<file path="config.mk">
export PLATFORM = sky130hd
export DESIGN_NAME = bgr_seq
export DESIGN_NICKNAME = d
export VERILOG_FILES = /design/src/design/bgr_pkg.sv /design/src/design/bgr_seq.sv
export VERILOG_INCLUDE_DIRS = /design/src /design/src/design
export SDC_FILE = /design/constraint.sdc
export NUM_CORES = 1
export LEC_CHECK = 0
export BUFFER_PORTS_ARGS = -buffer_cell sky130_fd_sc_hd__buf_2
export CORE_MARGIN = 5
export CORE_UTILIZATION = 40
export DETAILED_ROUTE_END_ITERATION = 8
export PLACE_DENSITY = 0.56
export SLEW_MARGIN = 20
export SYNTH_ARGS = -nofsm -noshare
export SYNTH_HDL_FRONTEND = slang
export SYNTH_SLANG_ARGS = --single-unit
</file>
<file path="constraint.sdc">
create_clock -name clock -period 3.8 [get_ports clock]
set_input_delay 0.57 -clock clock [delete_from_list [all_inputs] [get_ports clock]]
set_output_delay 0.57 -clock clock [all_outputs]
set_load 0.01 [all_outputs]
</file>
<file path="src/design/breakpoint_gain_ramp_defines.svh">
// Assertion macros shared by the breakpoint_gain_ramp RTL.
// Expects signals named clock and reset in the including module.
`ifndef BREAKPOINT_GAIN_RAMP_DEFINES_SVH
`define BREAKPOINT_GAIN_RAMP_DEFINES_SVH

// same-cycle implication, off while reset is high
`define BGR_ASSERT_IMP(lbl, ante, cons, msg) \
   lbl: assert property (@(posedge clock) disable iff (reset) (ante) |-> (cons)) \
      else $error(msg);

// next-cycle implication, also checked across reset
`define BGR_ASSERT_NXT(lbl, ante, cons, msg) \
   lbl: assert property (@(posedge clock) (ante) |=> (cons)) \
      else $error(msg);

`endif

</file>
<file path="src/design/bgr_pkg.sv">
// Shared types, constants and the control-store program for breakpoint_gain_ramp.
// No dependencies; used by every module of the block.
package bgr_pkg;

   localparam int DEF_MAX_POINTS = 256;
   localparam int DEF_INDEX_BITS = 24;

   localparam int OPCODE_W  = 2;
   localparam int SAMPLE_W  = 16;
   localparam int FACTOR_W  = 24;
   localparam int GAIN_W    = 32;
   localparam int ENTRY_W   = 2 * FACTOR_W;
   localparam int PROD_W    = 48;
   localparam int CSR_IDX_W = 2;
   localparam int DIV_CNT_W = $clog2(GAIN_W);
   localparam int PC_W      = 5;

   localparam logic [GAIN_W-1:0]   ONE_Q824   = 32'h0100_0000;
   localparam logic [FACTOR_W-1:0] FACTOR_MAX = 24'hFF_FFFF;

   // request opcodes
   localparam logic [OPCODE_W-1:0] OPC_LOAD    = 2'd0;
   localparam logic [OPCODE_W-1:0] OPC_SAMPLE  = 2'd1;
   localparam logic [OPCODE_W-1:0] OPC_RESTART = 2'd2;

   // configuration register indexes
   localparam logic [CSR_IDX_W-1:0] CSR_CLAMP_ENABLE = 2'd0;
   localparam logic [CSR_IDX_W-1:0] CSR_MAX_FACTOR   = 2'd1;
   localparam logic [CSR_IDX_W-1:0] CSR_MIN_FACTOR   = 2'd2;

   typedef enum logic [3:0] {
      UOP_NOP,
      UOP_FETCH,
      UOP_RD_FIRST,
      UOP_START,
      UOP_MUL,
      UOP_EMIT,
      UOP_RD_NEXT,
      UOP_DIV_INIT,
      UOP_DIV_STEP,
      UOP_RAMP,
      UOP_JUMP,
      UOP_ADVANCE,
      UOP_END,
      UOP_EMIT_PASS,
      UOP_LOAD,
      UOP_CLEAR
   } uop_type;

   typedef enum logic [3:0] {
      COND_NEVER,
      COND_ALWAYS,
      COND_NO_REQ,
      COND_OP_LOAD,
      COND_OP_RESTART,
      COND_NOT_SAMPLE,
      COND_PASS,
      COND_STARTED,
      COND_RSP_BUSY,
      COND_IN_SEG,
      COND_LAST,
      COND_NOT_AHEAD,
      COND_DIV_MORE
   } cond_type;

   typedef struct packed {
      uop_type           uop;
      cond_type          cond;
      logic [PC_W-1:0]   target;
   } ctrl_word_type;

   // datapath flags seen by the sequencer
   typedef struct packed {
      logic req_valid;
      logic op_load;
      logic op_restart;
      logic op_sample;
      logic pass;
      logic started;
      logic rsp_busy;
      logic in_seg;
      logic last;
      logic not_ahead;
      logic div_more;
   } stat_type;

   typedef struct packed {
      logic start;
      logic step;
   } div_ctl_type;

   // program addresses
   localparam logic [PC_W-1:0] ST_FETCH     = 5'd0;
   localparam logic [PC_W-1:0] ST_DEC_LOAD  = 5'd1;
   localparam logic [PC_W-1:0] ST_DEC_RST   = 5'd2;
   localparam logic [PC_W-1:0] ST_DEC_SMP   = 5'd3;
   localparam logic [PC_W-1:0] ST_CHK_PASS  = 5'd4;
   localparam logic [PC_W-1:0] ST_RD_FIRST  = 5'd5;
   localparam logic [PC_W-1:0] ST_START     = 5'd6;
   localparam logic [PC_W-1:0] ST_MUL       = 5'd7;
   localparam logic [PC_W-1:0] ST_EMIT      = 5'd8;
   localparam logic [PC_W-1:0] ST_CHK_SEG   = 5'd9;
   localparam logic [PC_W-1:0] ST_CHK_LAST  = 5'd10;
   localparam logic [PC_W-1:0] ST_RD_NEXT   = 5'd11;
   localparam logic [PC_W-1:0] ST_CHK_AHEAD = 5'd12;
   localparam logic [PC_W-1:0] ST_DIV_INIT  = 5'd13;
   localparam logic [PC_W-1:0] ST_DIV_LOOP  = 5'd14;
   localparam logic [PC_W-1:0] ST_DIV_DONE  = 5'd15;
   localparam logic [PC_W-1:0] ST_JUMP      = 5'd16;
   localparam logic [PC_W-1:0] ST_ADVANCE   = 5'd17;
   localparam logic [PC_W-1:0] ST_END       = 5'd18;
   localparam logic [PC_W-1:0] ST_PASS      = 5'd19;
   localparam logic [PC_W-1:0] ST_PASS_RET  = 5'd20;
   localparam logic [PC_W-1:0] ST_LOAD      = 5'd21;
   localparam logic [PC_W-1:0] ST_RESTART   = 5'd22;
   localparam logic [PC_W-1:0] ST_LAST      = ST_RESTART;

   // control store: taken condition jumps to target, otherwise falls through
   function automatic ctrl_word_type ucode_rom(input logic [PC_W-1:0] pc);
      ctrl_word_type cw;
      cw = '{uop: UOP_NOP, cond: COND_ALWAYS, target: ST_FETCH};
      case (pc)
         ST_FETCH:     cw = '{UOP_FETCH,     COND_NO_REQ,     ST_FETCH};
         ST_DEC_LOAD:  cw = '{UOP_NOP,       COND_OP_LOAD,    ST_LOAD};
         ST_DEC_RST:   cw = '{UOP_NOP,       COND_OP_RESTART, ST_RESTART};
         ST_DEC_SMP:   cw = '{UOP_NOP,       COND_NOT_SAMPLE, ST_FETCH};
         ST_CHK_PASS:  cw = '{UOP_NOP,       COND_PASS,       ST_PASS};
         ST_RD_FIRST:  cw = '{UOP_RD_FIRST,  COND_STARTED,    ST_MUL};
         ST_START:     cw = '{UOP_START,     COND_NEVER,      ST_FETCH};
         ST_MUL:       cw = '{UOP_MUL,       COND_NEVER,      ST_FETCH};
         ST_EMIT:      cw = '{UOP_EMIT,      COND_RSP_BUSY,   ST_EMIT};
         ST_CHK_SEG:   cw = '{UOP_NOP,       COND_IN_SEG,     ST_ADVANCE};
         ST_CHK_LAST:  cw = '{UOP_NOP,       COND_LAST,       ST_END};
         ST_RD_NEXT:   cw = '{UOP_RD_NEXT,   COND_NEVER,      ST_FETCH};
         ST_CHK_AHEAD: cw = '{UOP_NOP,       COND_NOT_AHEAD,  ST_JUMP};
         ST_DIV_INIT:  cw = '{UOP_DIV_INIT,  COND_NEVER,      ST_FETCH};
         ST_DIV_LOOP:  cw = '{UOP_DIV_STEP,  COND_DIV_MORE,   ST_DIV_LOOP};
         ST_DIV_DONE:  cw = '{UOP_RAMP,      COND_ALWAYS,     ST_ADVANCE};
         ST_JUMP:      cw = '{UOP_JUMP,      COND_NEVER,      ST_FETCH};
         ST_ADVANCE:   cw = '{UOP_ADVANCE,   COND_ALWAYS,     ST_FETCH};
         ST_END:       cw = '{UOP_END,       COND_ALWAYS,     ST_FETCH};
         ST_PASS:      cw = '{UOP_EMIT_PASS, COND_RSP_BUSY,   ST_PASS};
         ST_PASS_RET:  cw = '{UOP_NOP,       COND_ALWAYS,     ST_FETCH};
         ST_LOAD:      cw = '{UOP_LOAD,      COND_ALWAYS,     ST_FETCH};
         ST_RESTART:   cw = '{UOP_CLEAR,     COND_ALWAYS,     ST_FETCH};
         default:      cw = '{UOP_NOP,       COND_ALWAYS,     ST_FETCH};
      endcase
      return cw;
   endfunction

endpackage

</file>
<file path="src/design/bgr_seq.sv">
// Microcode sequencer: step counter, control-store lookup and branch condition.
// Depends on bgr_pkg and breakpoint_gain_ramp_defines.svh.
`include "breakpoint_gain_ramp_defines.svh"

module bgr_seq (
   input  logic              clock,
   input  logic              reset,
   input  bgr_pkg::stat_type stat,
   output bgr_pkg::uop_type  uop
);
   import bgr_pkg::*;

   logic [PC_W-1:0] pc_ff;
   logic [PC_W-1:0] pc_in;
   ctrl_word_type   cw;
   logic            take;

   assign cw  = ucode_rom(pc_ff);
   assign uop = cw.uop;

   always_comb begin
      case (cw.cond)
         COND_NEVER:      take = 1'b0;
         COND_ALWAYS:     take = 1'b1;
         COND_NO_REQ:     take = !stat.req_valid;
         COND_OP_LOAD:    take = stat.op_load;
         COND_OP_RESTART: take = stat.op_restart;
         COND_NOT_SAMPLE: take = !stat.op_sample;
         COND_PASS:       take = stat.pass;
         COND_STARTED:    take = stat.started;
         COND_RSP_BUSY:   take = stat.rsp_busy;
         COND_IN_SEG:     take = stat.in_seg;
         COND_LAST:       take = stat.last;
         COND_NOT_AHEAD:  take = stat.not_ahead;
         COND_DIV_MORE:   take = stat.div_more;
         default:         take = 1'b0;
      endcase
   end

   assign pc_in = take ? cw.target : pc_ff + PC_W'(1);

   always_ff @(posedge clock) begin
      if (reset) begin
         pc_ff <= ST_FETCH;
      end else begin
         pc_ff <= pc_in;
      end
   end

   `BGR_ASSERT_NXT(a_reset_to_fetch, reset, pc_ff == ST_FETCH, "pc not at fetch after reset")
   `BGR_ASSERT_IMP(a_pc_in_program, 1'b1, pc_ff <= ST_LAST, "pc outside program")
   `BGR_ASSERT_NXT(a_fetch_waits, !reset && pc_ff == ST_FETCH && !stat.req_valid, pc_ff == ST_FETCH, "left fetch without request")

endmodule

</file>
==> Word-level counts from Yosys, hierarchy flattened <==
Memory sizes are Yosys's and may differ from the RTL's. A register that Yosys moved wholly into a read port is not among the register bits.
Index checks and enable logic that the tools add are counted.
{ "totals": {"ff_bits": 5, "rom_bits": 416, "in_bits": 13, "output_inout_bits": 4, "elab_cells": 20, "memories": 1} }
{ "mem_list": {"columns": ["name", "depth", "word_bits", "read_ports", "rd_clocked_by_memory_dff", "write_ports", "line_no", "source"], "rows": [
  ["(name not given)", 32, 13, 1, 1, 0, "bgr_pkg.sv:122", "case (pc)"]
]} }
{ "op_classes": {"add_sub_neg": 1, "n_eq_ne": 12, "muxes": 3, "reduce_logical": 2} }
{ "ops": {"columns": ["op", "n"], "rows": [
  ["$eq 4x4->1 const B", 5],
  ["$eq 4x3->1 const B", 4],
  ["$pmux 1 s12", 1],
  ["$mux 5", 2],
  ["$eq 4x2->1 const B", 2],
  ["$add 5x1->5 const B", 1],
  ["$eq 4x1->1 const B", 1],
  ["$logic_not 1->1", 2]
]} }

==> Logic depth before layout (Yosys ltp) <==
Gate-level depths: netlist (run 1).
{ "depth": {"ltp_word": 4, "ltp_mapped": 13, "ltp_nobuf": 10} }

==> Worst setup path before layout (run 1) <==
Ideal clock, no wire load.
{ "synth_path": {"kind": "input to register", "from": "input stat[0] in the netlist's numbering", "to": "register, netlist name cw[10]", "setup_ps": 75, "t_arrival_ps": 2854, "required_time_ps": 3725, "setup_slack_ps": 871, "path_stages": 12, "cell_sequence": "or3b_1 a21boi_0 a22o_1 buf_6 mux2i_1 or2_2 clkbuf_1 inv_1 ha_1 mux2i_1 mux2_2 o22ai_1"} }
{ "synth_via": {"elab_chain_cells": 3} }
{ "synth_rtl": {"columns": ["element", "line_no", "source"], "rows": [
  ["start, declared", "bgr_seq.sv:8", "input bgr_pkg::stat_type stat,"],
  ["$pmux 1 s12", "bgr_seq.sv:22", "case (cw.cond)"],
  ["$mux 5", "bgr_seq.sv:40", "assign pc_in = take ? cw.target : pc_ff + PC_W'(1);"],
  ["$mux 5 (no line)", null, null]
]} }
Every way passes these cells.
A chain may end at the register's enable or synchronous reset.

==> Final worst setup path (run 1) <==
{ "layout_path": {"from": "register, netlist name cw[5]", "to": "register, netlist name cw[5]"} }
{ "layout_via": {"elab_chain_cells": 4, "word_cells_on_any_way": 15, "classes_between": "eq/ne: 12; mux: 3"} }
{ "layout_rtl": {"columns": ["element", "line_no"], "rows": [
  ["$eq 4x4->1 (tied with other cells)", "bgr_seq.sv:22"],
  ["$pmux 1 s12 (*)", "bgr_seq.sv:22"],
  ["$mux 5 (*)", "bgr_seq.sv:40"],
  ["$mux 5 (no line) (*)", null]
]} }
Every way passes the cells marked *; elsewhere a longest branch is shown, timed or not.

==> impl_metrics.tcl, run 1 <==
set metrics [dict create \
    status "completed" \
    clk_pin_slew_ns 0.10 \
    setup_violations 0 \
    netSwitchingFraction 0.432 \
    drc 0 \
    combPwrFrac 0.612 \
    yosys.area.top_type "dfxtp_1" \
    cts_buffers 3 \
    dp_worst_setup_slack_ns 0.582 \
    setup_ws_ns 0.780 \
    synthToLayoutAreaGrowth_pct 5.90 \
    final_nets 163 \
    totalWireLength_um 2540 \
    cts_tree "built" \
    io_pins 17 \
    cts_buffer_depth 2 \
    synth-compound-area-share 0.203 \
    path_class "register to register" \
    cts_resized 0 \
    hold_violations 0 \
    multi_input_area_um2 743 \
    yosys.area_share.simple 0.156 \
    maxCapViolCount 0 \
    synth_cell_types 41 \
    synth_area_leaders "dfxtp_1 29%, mux2i_1 7.3%, ha_1 7.1%, mux2_2 3.7%, buf_4 3.1%" \
    synthAdderAreaFrac 0.0712 \
    initial_core_util 0.410 \
    cp_max_fo 9 \
    finalCritPeriodShare 0.795 \
    synthCells 134 \
    cp_data_required_time_ns 3.99 \
    num-fill-cells 309 \
    mostFrequentLayoutCells "18 x dfxtp_1, 16 x buf_2, 9 x mux2i_1" \
    syn_area_per_cell_um2 9.18 \
    clk_latency_ns 0.30 \
    rsz0062_at_grt "false" \
    chipWidth_um 65.5 \
    drive_gt1_frac 0.254 \
    diodes 0 \
    yosys.area_share.xor_xnor 0.0214 \
    critPathArrivalTime_ns 3.21 \
    synth_nets 154 \
    final_common_cell "dfxtp_1" \
    synth_edf_count 0 \
    p_clk_frac 0.107 \
    via_per_inst 5.58 \
    finalWeightedCongestion 0.903 \
    vdd_drop_max_mv 0.310 \
    antenna_found_initial 0 \
    min-delay-path-class "register to register" \
    power_frac_seq 0.281 \
    synth-seq-cells 18 \
    p_leak_nw 0.557 \
    grtUsageTotal 0.130 \
    slew_viol_final 0 \
    fp.dieH_um 65.5 \
    grt_pass1_wl_um 4260 \
    drt_first_iter_violations 16 \
    synth_top_family_by_area "compound AO/OA/AOI/OAI gates" \
    skew_ns 0.00314 \
    start_kind "register" \
    syn_area_um2 1230 \
    relSlewSlack 0.714 \
    clock-sinks 18 \
    post-cts-setup-buffers 0 \
    tightestPinTransition_ns 0.429 \
    h-tree-depth 1 \
    post-route-min-period_ns 3.02 \
    p_sw_mw 0.474 \
    dr.pass1.iters 4 \
    num_vias 977 \
    dieArea_um2 4280 \
    port_buffers 16 \
    ant_nets 0 \
    tns_ns 0 \
    register_area_um2 360 \
    synthArstFlopShare 0 \
    grt_max_degree 22 \
    fmax_mhz 331 \
    drt-wirelength-per-cell_um 14.5 \
    yosys_warnings 0 \
    seq_area_frac_synth 0.293 \
    cp-end-kind "register" \
    fp-row-count 20 \
    synthMuxAreaShare 0.153 \
    core_area_um2 3000 \
    cts_hold_buf 0 \
    yosysTopAreaCellShare 0.293 \
    cts_root_buf "clkbuf_4" \
    power-per-cell-area_nw_per_um2 844 \
    overflow 0 \
    grt_pass1_vias 949 \
    intPower_mw 0.625 \
    hpwlAfterDp_um 1930 \
    synthFlopType "dfxtp_1" \
]
cells by family after synthesis:
family / after synthesis
DFF: 18
xor gates and xnor gates: 3
and+or+nand+nor: 34
muxes: 16
buffers and inverters: 22
adders and majority gates: 7
AOI/OAI and AO/OA: 34
power groups by stage:
stage / sequential [mW] / clock [mW] / combinational [mW]
floorplan: 0.295 / 0 / 0.603
global placement: 0.313 / 0 / 0.665
detailed placement: 0.315 / 0 / 0.671
CTS: 0.311 / 0.123 / 0.676
global route: 0.320 / 0.133 / 0.749
finish: 0.309 / 0.118 / 0.672
stage by stage:
stage               cells  hold WS [ns]  power [mW]   util  area (um2)
finish                175         0.536        1.10  0.434        1300
global route          175         0.547        1.20  0.434        1300
CTS                   175         0.540        1.11  0.434        1300
detailed placement    171         0.526       0.986  0.422        1270
global placement      171         0.503       0.979  0.422        1270
floorplan             134         0.473       0.898      -        1230
worst paths after layout:
| path | depth (start not counted) | slack, ns | from | end |
|---|---|---|---|---|
| max | 10 | 0.78 | cw[5] | cw[5] |
| min reg2reg | 2 | 0.54 | cw[2] | pc_ff[2] |
| min | 2 | 0.54 | cw[2] | pc_ff[2] |
| max reg2reg | 10 | 0.78 | cw[5] | cw[5] |
cell usage after synthesis (all sizes together), types with 2 or more instances:
master   number
dfxtp        18
a22o          2
a22oi         4
nor2          6
nand3         5
o2111ai       2
nand2         5
clkbuf        3
o22a          2
mux2          6
o22ai         3
ha            7
nand2b        5
a211oi        3
nor2b         4
buf          10
mux2i        10
a21oi         5
inv           9
xor2          3
or2           3
nand3b        2
o21ai         7
cell type report:
| type | instances | share of cell area |
|---|---|---|
| Clock buffer | 4 | 0.0279 |
| Tap cell | 33 | 0.0317 |
| Sequential cell | 18 | 0.277 |
| Inverter | 9 | 0.0259 |
| Multi-Input combinational cell | 94 | 0.571 |
| Timing Repair Buffer | 17 | 0.0672 |
state kept, by name, summed over array words and instances (netlist names):
register	count
pc_ff	5
cw	13
critical path, cell delays in order, from the launching register on:
cell and delay, ns:
dfxtp_1 0.50, mux2_2 0.37, a22o_1 0.19, a22o_1 0.38, mux2i_1 0.16, or2_2 0.39
ha_1 0.36, inv_1 0.08, mux2i_1 0.14, a22oi_1 0.11, o22a_1 0.22
layer usage:
metal  vias to the layer above  global-route usage  part of all wire
met1                       454               0.164              0.46
met4                         0              0.0777             0.033
li1                        489                   -                 -
met3                         7              0.0205             0.046
met5                         -                   0                 0
met2                        27               0.206              0.46
Power figures use the tool's default switching activity.
==> run 2, diff against run 1 <==
==> constraint.sdc (replaced) <==
create_clock -name clock -period 3.1 [get_ports clock]
set_input_delay 0.465 -clock clock [delete_from_list [all_inputs] [get_ports clock]]
set_output_delay 0.465 -clock clock [all_outputs]
set_load 0.01 [all_outputs]
==> impl_metrics.tcl, run 2 (synthesis gave the netlist of run 1 again) <==
set metrics [dict create \
    num_vias 959 \
    finalWeightedCongestion 0.868 \
    cts_resized 0 \
    dr.pass1.iters 4 \
    p_clk_frac 0.100 \
    clk_pin_slew_ns 0.10 \
    io_pins 17 \
    whs_path_depth 2 \
    vdd_drop_max_mv 0.405 \
    relSlewSlack 0.740 \
    cts_buffer_depth 2 \
    diodes 0 \
    cts_hold_buf 0 \
    via_per_inst 5.39 \
    start_kind "register" \
    grt_max_degree 22 \
    ant_nets 0 \
    h-tree-depth 1 \
    final_common_cell "dfxtp_1" \
    rr_endpoint "cw[5]" \
    combPwrFrac 0.623 \
    rsz0062_at_grt "false" \
    fp.dieH_um 65.5 \
    grt_pass1_wl_um 4210 \
    intPower_mw 0.798 \
    power_frac_seq 0.277 \
    core_area_um2 3000 \
    finalCritPeriodShare 0.930 \
    antenna_found_initial 0 \
    maxCapViolCount 0 \
    status "completed" \
    cts_buffers 3 \
    hp-start "reset" \
    cts_root_buf "clkbuf_4" \
    placed_cells 174 \
    slew_viol_final 0 \
    mostFrequentLayoutCells "18 x dfxtp_1, 16 x buf_2, 9 x mux2i_1" \
    fmax_mhz 347 \
    grtUsageTotal 0.128 \
    path_class "register to register" \
    dp_worst_setup_slack_ns 0.166 \
    clk_latency_ns 0.28 \
    chipWidth_um 65.5 \
    p_leak_nw 0.572 \
    r2r_slack_ns 0.22 \
    drive_gt1_frac 0.269 \
    cts_tree "built" \
    dieArea_um2 4280 \
    netSwitchingFraction 0.420 \
    instances_no_fill 178 \
    p_sw_mw 0.578 \
    tightestPinTransition_ns 0.389 \
    synthToLayoutAreaGrowth_pct 7.73 \
    drc 0 \
    power-per-cell-area_nw_per_um2 1040 \
    post-route-min-period_ns 2.88 \
    setup_violations 0 \
    hold_violations 0 \
    drt-wirelength-per-cell_um 14.0 \
    cp_max_fo 9 \
    num-fill-cells 308 \
    power_mw 1.38 \
    post-cts-setup-buffers 0 \
    overflow 0 \
    rr_startpoint "cw[5]" \
    skew_ns 0.00374 \
    port_buffers 16 \
    hpwlAfterDp_um 1950 \
    min-delay-path-class "input pin to register" \
    initial_core_util 0.410 \
    tns_ns 0 \
    clock-sinks 18 \
    fp-row-count 20 \
    largest_register_ffs 13 \
    reg2reg_depth 10 \
    setup_ws_ns 0.218 \
    grt_pass1_vias 884 \
    cp-end-kind "register" \
    final_nets 166 \
    drt_first_iter_violations 33 \
    worstHoldEndpoint "pc_ff[2]" \
    critPathArrivalTime_ns 3.07 \
    totalWireLength_um 2490 \
    cp_data_required_time_ns 3.29 \
]
-- run 2: cell count changes in the layout (fill, tap and decap cells not counted), sizes merged --
cell	before	now
buf	17	20
-- run 2: worst max-delay path, cell delays in order (launching register included) --
cell and delay [ns]:
dfxtp_1 0.51, mux2_2 0.37, a22o_1 0.19, a22o_1 0.29, mux2i_1 0.13, or2_2 0.37, ha_1 0.35, inv_1 0.08
mux2i_1 0.17, a22oi_1 0.12, o22a_1 0.21
-- run 2: layer usage --
metal / GRT usage / vias to the layer above / wire [um]
met3: 0.0188 / 2 / 106
met1: 0.180 / 438 / 1200
met4: 0.0311 / 0 / 20
met5: 0 / - / 0
met2: 0.204 / 18 / 1160
li1: - / 501 / -
-- run 2: metrics by stage --
stage | hold slack (ns) | area, um2 | util
2_1_floorplan | 0.473 | 1230 | -
3_3_place_gp | 0.525 | 1290 | 0.429
3_5_place_dp | 0.530 | 1290 | 0.429
4_1_cts | 0.470 | 1330 | 0.441
5_1_grt | 0.481 | 1330 | 0.441
6_report | 0.482 | 1330 | 0.441
-- run 2: area by class of cell --
| cell class | count | area, um2 | area share |
|---|---|---|---|
| multi-input combinational | 94 | 743 | 0.561 |
| sequential | 18 | 360 | 0.272 |
| timing repair buffer | 20 | 110 | 0.0831 |
| tap | 33 | 41.3 | 0.0312 |
| clock buffer | 4 | 36.3 | 0.0274 |
| inverter | 9 | 33.8 | 0.0255 |
-- run 2: worst max path at each step --
stage	startpoint	to	slack [ns]	depth (start not counted)
after global routing	cw[5]	cw[5]	0.0009	10
after global placement	stat[8]	cw[5]	0.21	11
final	cw[5]	cw[5]	0.22	10
after CTS	cw[5]	cw[5]	0.18	10
after floorplan	stat[0]	cw[10]	0.28	12
after detailed placement	stat[8]	cw[5]	0.17	11
-- run 2: power groups by stage --
| stage | combinational [mW] | sequential, mW | clock [mW] |
|---|---|---|---|
| floorplan | 0.739 | 0.362 | 0 |
| global placement | 0.856 | 0.388 | 0 |
| detailed placement | 0.865 | 0.390 | 0 |
| CTS | 0.867 | 0.384 | 0.146 |
| global route | 0.969 | 0.397 | 0.159 |
| finish | 0.857 | 0.381 | 0.138 |
